<file path="config.mk">
export PLATFORM = sky130hd
export DESIGN_NAME = signed_golomb_encoder
export DESIGN_NICKNAME = d
export VERILOG_FILES = /design/src/rtl/sge_pkg.sv /design/src/rtl/sge_cell.sv /design/src/rtl/sge_tail.sv /design/src/rtl/signed_golomb_encoder.sv
export VERILOG_INCLUDE_DIRS = /design/src /design/src/rtl
export SDC_FILE = /design/constraint.sdc
export NUM_CORES = 1
export LEC_CHECK = 0
export ABC_AREA = 1
export BUFFER_PORTS_ARGS = -buffer_cell sky130_fd_sc_hd__buf_4
export CAP_MARGIN = 10
export CORE_MARGIN = 2
export CORE_UTILIZATION = 60
export DETAILED_ROUTE_END_ITERATION = 8
export GPL_TIMING_DRIVEN = 0
export PLACE_DENSITY = 0.74
export RECOVER_POWER = 100
export REMOVE_ABC_BUFFERS = 1
export SLEW_MARGIN = 10
export SYNTH_ARGS = -nofsm -noshare
export SYNTH_HDL_FRONTEND = slang
export SYNTH_SLANG_ARGS = --single-unit
</file>
<file path="constraint.sdc">
create_clock -name clk -period 5.4 [get_ports clk]
set_input_delay 0.81 -clock clk [delete_from_list [all_inputs] [get_ports clk]]
set_output_delay 0.81 -clock clk [all_outputs]
set_load 0.05 [all_outputs]
</file>
<file path="src/rtl/assert_macros.svh">
`ifndef ASSERT_MACROS_SVH
`define ASSERT_MACROS_SVH

// check a consequence in the same cycle
`define ASSERT_IMPL(label, clk, rst_n, ante, cons, msg) \
	label: assert property (@(posedge clk) disable iff (!rst_n) (ante) |-> (cons)) \
		else $error(msg);

// check a consequence a fixed number of cycles later
`define ASSERT_DELAY(label, clk, rst_n, ante, dly, cons, msg) \
	label: assert property (@(posedge clk) disable iff (!rst_n) (ante) |-> ##(dly) (cons)) \
		else $error(msg);

`endif

</file>
<file path="src/rtl/sge_pkg.sv">
`default_nettype none

package sge_pkg;

	localparam int DIV_W              = 16;
	localparam int B_W                = 5;
	localparam int VALUE_BITS_DEF     = 16;
	localparam int MAX_CODE_BITS_DEF  = 64;
	localparam logic [DIV_W-1:0] DIVISOR_RESET = 16'd4;

	typedef struct packed {
		logic [DIV_W-1:0] m;
		logic [B_W-1:0]   b;
		logic             pow2;
		logic [DIV_W-1:0] u;
		logic             zero;
	} div_info_t;

	function automatic div_info_t div_info(input logic [DIV_W-1:0] m);
		div_info_t        info;
		logic [DIV_W-1:0] mm1;
		logic [DIV_W:0]   span;
		mm1    = m - 1'b1;
		info.m = m;
		info.b = '0;
		for (int i = 0; i < DIV_W; i++) begin
			if (mm1[i]) begin
				info.b = B_W'(i + 1);
			end
		end
		info.zero = (m == '0);
		info.pow2 = ((m & mm1) == '0);
		span      = (DIV_W+1)'(1) << info.b;
		span      = span - {1'b0, m};
		info.u    = span[DIV_W-1:0];
		return info;
	endfunction

endpackage

`default_nettype wire

</file>
<file path="src/rtl/sge_cell.sv">
`default_nettype none
`include "assert_macros.svh"

module sge_cell #(
	parameter int VALUE_BITS = sge_pkg::VALUE_BITS_DEF
) (
	input  wire logic                         clk,
	input  wire logic                         arst_n,
	input  wire logic [sge_pkg::DIV_W-1:0]    m,
	input  wire logic                         vld_in,
	input  wire logic [sge_pkg::DIV_W-1:0]    rem_in,
	input  wire logic [VALUE_BITS-1:0]        word_in,
	output logic                              vld_out,
	output logic [sge_pkg::DIV_W-1:0]         rem_out,
	output logic [VALUE_BITS-1:0]             word_out
);

	logic [sge_pkg::DIV_W:0]   trial;
	logic [sge_pkg::DIV_W:0]   diff;
	logic                      ge;
	logic [sge_pkg::DIV_W-1:0] rem_n;
	logic [VALUE_BITS-1:0]     word_n;

	logic                      vld_s1;
	logic [sge_pkg::DIV_W-1:0] rem_s1;
	logic [VALUE_BITS-1:0]     word_s1;

	// one restoring step: bring in the next index bit, shift the quotient bit in
	always_comb begin
		trial  = {rem_in, word_in[VALUE_BITS-1]};
		diff   = trial - {1'b0, m};
		ge     = (trial >= {1'b0, m});
		rem_n  = ge ? diff[sge_pkg::DIV_W-1:0] : trial[sge_pkg::DIV_W-1:0];
		word_n = {word_in[VALUE_BITS-2:0], ge};
	end

	always_ff @(posedge clk or negedge arst_n) begin
		if (!arst_n) begin
			vld_s1 <= 1'b0;
		end else begin
			vld_s1 <= vld_in;
		end
	end

	always_ff @(posedge clk) begin
		rem_s1  <= rem_n;
		word_s1 <= word_n;
	end

	assign vld_out  = vld_s1;
	assign rem_out  = rem_s1;
	assign word_out = word_s1;

	`ASSERT_IMPL(a_rem_below_divisor, clk, arst_n, vld_s1 && (m != '0), rem_s1 < m, "partial remainder not below divisor")

endmodule

`default_nettype wire

</file>
<file path="src/rtl/sge_tail.sv">
`default_nettype none
`include "assert_macros.svh"

module sge_tail #(
	parameter int VALUE_BITS    = sge_pkg::VALUE_BITS_DEF,
	parameter int MAX_CODE_BITS = sge_pkg::MAX_CODE_BITS_DEF,
	localparam int LEN_W        = $clog2(MAX_CODE_BITS + 1)
) (
	input  wire logic                          clk,
	input  wire logic                          arst_n,
	input  wire sge_pkg::div_info_t            info,
	input  wire logic                          vld_in,
	input  wire logic [VALUE_BITS-1:0]         quot,
	input  wire logic [sge_pkg::DIV_W-1:0]     rem,
	output logic                               done,
	output logic [MAX_CODE_BITS-1:0]           code_bits,
	output logic [LEN_W-1:0]                   code_length,
	output logic                               too_long
);

	localparam int SUM_W = $clog2(MAX_CODE_BITS + 18);

	logic                      r_lt_u;
	logic                      sel_hi;
	logic [sge_pkg::B_W-1:0]   rb;
	logic [sge_pkg::DIV_W-1:0] remv;
	logic                      q_big;
	logic [SUM_W-1:0]          len;
	logic                      long_d;

	logic                      vld_s1;
	logic                      long_s1;
	logic [SUM_W-1:0]          len_s1;
	logic [sge_pkg::B_W-1:0]   rb_s1;
	logic [sge_pkg::DIV_W-1:0] remv_s1;

	logic [MAX_CODE_BITS-1:0]  rem_ext;
	logic [MAX_CODE_BITS-1:0]  code;

	logic                      done_s2;
	logic                      long_s2;
	logic [MAX_CODE_BITS-1:0]  code_s2;
	logic [LEN_W-1:0]          len_s2;

	// truncated binary remainder and codeword length
	always_comb begin
		r_lt_u = (rem < info.u);
		sel_hi = !info.pow2 && !r_lt_u;
		rb     = (info.pow2 || sel_hi) ? info.b : info.b - 1'b1;
		remv   = sel_hi ? rem + info.u : rem;
		q_big  = (32'(quot) >= 32'(MAX_CODE_BITS));
		len    = SUM_W'(quot) + SUM_W'(1) + SUM_W'(rb);
		long_d = info.zero || q_big || (len > SUM_W'(MAX_CODE_BITS));
	end

	always_ff @(posedge clk or negedge arst_n) begin
		if (!arst_n) begin
			vld_s1  <= 1'b0;
			done_s2 <= 1'b0;
		end else begin
			vld_s1  <= vld_in;
			done_s2 <= vld_s1;
		end
	end

	always_ff @(posedge clk) begin
		long_s1 <= long_d;
		len_s1  <= len;
		rb_s1   <= rb;
		remv_s1 <= remv;
	end

	// unary ones sit between the remainder field and the code length
	always_comb begin
		rem_ext = MAX_CODE_BITS'(remv_s1);
		for (int i = 0; i < MAX_CODE_BITS; i++) begin
			code[i] = rem_ext[i] | ((i > int'(rb_s1)) && (i < int'(len_s1)));
		end
	end

	always_ff @(posedge clk) begin
		long_s2 <= long_s1;
		code_s2 <= long_s1 ? '0 : code;
		len_s2  <= long_s1 ? '0 : len_s1[LEN_W-1:0];
	end

	assign done        = done_s2;
	assign code_bits   = code_s2;
	assign code_length = len_s2;
	assign too_long    = long_s2;

	`ASSERT_IMPL(a_long_stage_len, clk, arst_n, vld_s1 && !long_s1, (len_s1 != '0) && (len_s1 <= SUM_W'(MAX_CODE_BITS)), "codeword length out of range")

endmodule

`default_nettype wire

</file>
<file path="src/rtl/signed_golomb_encoder.sv">
// Channel    Handshake          Payload
// ---------  -----------------  ------------------------------------------
// input      start, busy        value
// result     done               code_bits, code_length, too_long
// divisor    divisor_we         divisor_wdata
//
// A transaction is taken on every cycle with start high; busy stays low.
// Results pass through one registered divider cell per index bit, then a
// remainder stage and a codeword stage.
// Reset (arst_n low) clears all valid flags and loads divisor 4.
// The receiver cannot stall; done is a single-cycle strobe.
`default_nettype none
`include "assert_macros.svh"

module signed_golomb_encoder #(
	parameter int VALUE_BITS    = sge_pkg::VALUE_BITS_DEF,
	parameter int MAX_CODE_BITS = sge_pkg::MAX_CODE_BITS_DEF,
	localparam int LEN_W        = $clog2(MAX_CODE_BITS + 1)
) (
	input  wire logic                          clk,
	input  wire logic                          arst_n,
	input  wire logic                          start,
	output logic                               busy,
	input  wire logic signed [VALUE_BITS-1:0]  value,
	output logic                               done,
	output logic [MAX_CODE_BITS-1:0]           code_bits,
	output logic [LEN_W-1:0]                   code_length,
	output logic                               too_long,
	input  wire logic                          divisor_we,
	input  wire logic [sge_pkg::DIV_W-1:0]     divisor_wdata
);

	localparam int LAT = VALUE_BITS + 2;

	sge_pkg::div_info_t          info_q;
	logic [VALUE_BITS-1:0]       folded;

	logic                        vld_c  [0:VALUE_BITS];
	logic [sge_pkg::DIV_W-1:0]   rem_c  [0:VALUE_BITS];
	logic [VALUE_BITS-1:0]       word_c [0:VALUE_BITS];

	assign busy = 1'b0;

	always_ff @(posedge clk or negedge arst_n) begin
		if (!arst_n) begin
			info_q <= sge_pkg::div_info(sge_pkg::DIVISOR_RESET);
		end else if (divisor_we) begin
			info_q <= sge_pkg::div_info(divisor_wdata);
		end
	end

	// zigzag fold
	assign folded = {value[VALUE_BITS-2:0], 1'b0} ^ {VALUE_BITS{value[VALUE_BITS-1]}};

	assign vld_c[0]  = start && !busy;
	assign rem_c[0]  = '0;
	assign word_c[0] = folded;

	for (genvar g = 0; g < VALUE_BITS; g++) begin : g_cell
		sge_cell #(
			.VALUE_BITS (VALUE_BITS)
		) u_cell (
			.clk      (clk),
			.arst_n   (arst_n),
			.m        (info_q.m),
			.vld_in   (vld_c[g]),
			.rem_in   (rem_c[g]),
			.word_in  (word_c[g]),
			.vld_out  (vld_c[g+1]),
			.rem_out  (rem_c[g+1]),
			.word_out (word_c[g+1])
		);
	end

	sge_tail #(
		.VALUE_BITS    (VALUE_BITS),
		.MAX_CODE_BITS (MAX_CODE_BITS)
	) u_tail (
		.clk         (clk),
		.arst_n      (arst_n),
		.info        (info_q),
		.vld_in      (vld_c[VALUE_BITS]),
		.quot        (word_c[VALUE_BITS]),
		.rem         (rem_c[VALUE_BITS]),
		.done        (done),
		.code_bits   (code_bits),
		.code_length (code_length),
		.too_long    (too_long)
	);

	`ASSERT_IMPL(a_flag_vs_length, clk, arst_n, done, too_long == (code_length == '0), "too_long disagrees with code_length")
	`ASSERT_DELAY(a_latency, clk, arst_n, start && !busy, LAT, done, "result missing after fixed latency")
	`ASSERT_IMPL(a_no_spurious, clk, arst_n, done, $past(start && !busy, LAT), "result without a matching transaction")

endmodule

`default_nettype wire
</file>
==> impl_metrics.toml <==
[clocking]
root_buffer = "clkbuf_16"
clock_path_buffers = 3
cts_tree = "done"
postCtsSetupRepairBufs = 0
cts_hold_buf = 0
cts_resized = 0
htreeDepth = 3
clkLatencyLatePin_ns = 0.62
cts_inserted_buffers = 70
cts_sinks = 669
clkSlewWorstSetupHoldPaths_ns = 0.06

[pwr]
seq_power_share_pct = 33.0
ir_drop_uv = 305
finalPower_uw = 21700
power.internal_uw = 12900
comb_power_share_pct = 43.9
p_per_area_mw_per_mm2 = 625
switching_share_pct = 40.7
switchingPower_uw = 8840
power_leakage_uw = 0.0160
p_clk_share_pct = 23.1

[global_routing]
grt_max_degree = 58
grt_use_total_pct = 27.7
grt_pass1_wl_um = 119000
grt_pass1_vias = 23000
antenna_found_initial = 2
grt.overflow.total = 0

[sta]
rsz0062_at_grt = "no"
finalHoldViolCount = 0
whs_ns = 0.319
slew_violations = 107
tns_ns = 0
fmax_mhz = 206
worst_slew_pin_slew_ns = 3.18
setup_viol = 0
finalCritPeriodShare_pct = 89.9
maxSlewHeadroom_pct = -112
fin_worst_skew_ns = 0.0155
fin_crit_ns = 4.86

[synthesis]
synth_cells = 3604
ys_async_sr_fraction_pct = 8.52
synth_area_mm2 = 0.0316
synth_edf_count = 0
synth_top_flop_cell = "dfxtp_1"
synth_top_area_share_pct = 38.7
yosysWarnings = 0
synth.distinct_cells = 56
ys_seq_area_share_pct = 43.3
yosys.area.top_type = "dfxtp_1"
postSynthAreaPerCell_um2 = 8.77
synthTopCellsByArea = "dfxtp_1 39%, ha_1 12%, nand2_1 6.2%, nor2_1 5.3%, a21oi_1 5.0%"
synth_seq_cells = 669

[floorplanning]
core_area_mm2 = 0.0523
die_y_um = 234
io_pins = 110
die_area_mm2 = 0.0545
dieWidth_um = 234
rows = 84
initial_utilization_pct = 60.4

[setup_path]
cp_max_fo = 9
cp_slowest_cell = "ha_1"
r2r_setup_slack_ns = 0.83
critical_path_class = "in2reg"
critPathArrivalTime_ns = 5.36
cp_top_family = "simple AND/OR/NAND/NOR gates"
setup.worst_path.end_class = "flip-flop"
cp.buffers_inverters = 5
critPathLaunchType = "primary input"
path_common_cell = "nand2_1"
cp.required_ns = 5.90
critPathMaxStageDelay_ns = 0.43

[detailed_routing]
wl_per_cell_um = 16.8
initialDrtViolationCount = 1872
viasPerCell = 5.45
drcViolationCount = 0
antenna_left = 0
drt_pre_antenna_iters = 5
num_vias = 24300
finalWirelength_um = 75200

[min_path]
hold_path.class = "reg2reg"

[finish]
n_antenna_cell = 0
syn_to_final_growth_pct = 9.79
nets = 4085
drive_above_1_share_pct = 7.10
nFillCells = 4429

[placed_design]
io_buffers = 108
hpwl_um = 52900
globalplace.congestion = 0.919

[status]
status = "finished, violations left"
violations = "max-capacitance violations, max-slew violations"

[job]
max_cap_viol_count = 2
==> layer usage <==
metal | share of wire [%] | vias to the layer above | track usage [%]
met4 | 3.3 | 0 | 11.5
met3 | 5.6 | 134 | 4.31
met1 | 46 | 11300 | 37.0
li1 | - | 12300 | -
met5 | 0 | - | 0
met2 | 45 | 597 | 44.6
==> kinds of logic (layout without fill, tap and decap cells) <==
kind of cell	Yosys count	count (layout)	share of synthesized area, %
multiplexers	1	1	0.0317
AO/OA/AOI/OAI	774	774	15.4
buffers and inverters	409	580	5.64
adder cells (fa/ha/maj)	330	330	13.5
flip-flops	669	669	43.3
other	1	1	0.0119
AND/OR/NAND/NOR	1184	1184	15.6
XOR/XNOR	236	236	6.54
==> flip-flops by register name, summed over array words and instances, names as in the netlist <==
name	count
u_tail.len_s1	7
u_tail.too_long	1
u_tail.rb_s1	5
u_tail.remv_s1	16
u_tail.code_length	7
g_cell.u_cell.word_out	256
g_cell.u_cell.rem_out	256
u_tail.vld_s1	1
u_tail.done	1
u_tail.code_bits	63
g_cell.u_cell.vld_out	16
info_q	39
u_tail.long_s1	1
==> per-stage QoR <==
stage	cell area (um2)	worst slack (ns)	utilization, %	std cells
after detailed placement	32800	0.160	62.7	4333
after floorplan	31100	1.17	-	3536
after global placement	32800	0.138	62.6	4332
after global routing	34700	0.146	66.3	4463
final	34700	0.543	66.3	4463
after CTS	35200	0.799	67.3	4461
==> cell usage in the layout (no fill, tap or decap), types with 77 or more instances in the layout <==
| master | count |
|---|---|
| a21oi_1 | 337 |
| clkbuf_1 | 89 |
| dfxtp_1 | 612 |
| ha_1 | 312 |
| inv_1 | 335 |
| nand2_1 | 536 |
| nand3_1 | 77 |
| nor2_1 | 446 |
| o21ai_0 | 151 |
| xnor2_1 | 100 |
| xor2_1 | 136 |
==> area by class of cell <==
cell class | count | area, um2 | share of cell area, %
Clock buffer | 91 | 1910 | 5.50
Clock inverter | 37 | 513 | 1.48
Inverter | 341 | 1280 | 3.69
Multi-Input combinational cell | 2526 | 15900 | 45.7
Sequential cell | 669 | 13700 | 39.4
Tap cell | 688 | 861 | 2.48
Timing Repair Buffer | 111 | 601 | 1.73
==> worst paths after layout <==
| path | startpoint | cells after the start | end |
|---|---|---|---|
| worst max register to register | info_q[32] | 12 | g_cell[12].u_cell.rem_out[4] |
| worst max-delay path | divisor_wdata[1] | 26 | info_q[16] |
| worst min register to register | g_cell[9].u_cell.word_out[5] | 0 | g_cell[10].u_cell.word_out[6] |
| max in group asynchronous | arst_n | 1 | g_cell[5].u_cell.vld_out |
| worst min-delay path | g_cell[9].u_cell.word_out[5] | 0 | g_cell[10].u_cell.word_out[6] |
| min in group asynchronous | arst_n | 1 | info_q[20] |
==> power by group through the flow <==
stage / registers [uW] / logic, uW / clock network (uW)
floorplan: 7130 / 7390 / 0
global placement: 7200 / 9460 / 0
detailed placement: 7220 / 9610 / 0
CTS: 7130 / 9700 / 5100
global route: 7250 / 10700 / 5300
finish: 7150 / 9530 / 5010
==> synth_stat cells, types with 9 or more instances <==
master    instances
a221oi_1         14
buf_6            22
buf_2             9
dfrtp_1          54
a21oi_1         318
xor2_1          136
nand2_2          18
a21boi_0         12
a21oi_2          85
buf_4            19
nor3_1           42
nand4_1          26
clkbuf_1         17
inv_1           336
xnor2_1         100
nand3_2           9
nand2_1         522
o211ai_2         14
a21o_1           17
a311oi_1         15
dfxtp_1         612
a211oi_1         30
o21ai_2          34
o21ai_0         125
nor4_1           22
nand3_1          77
nor2_1          445
a31oi_1          31
o21ai_1          31
ha_1            312
fa_1             18
o21a_1           14
No activity file was read; power rests on OpenSTA's default activity.
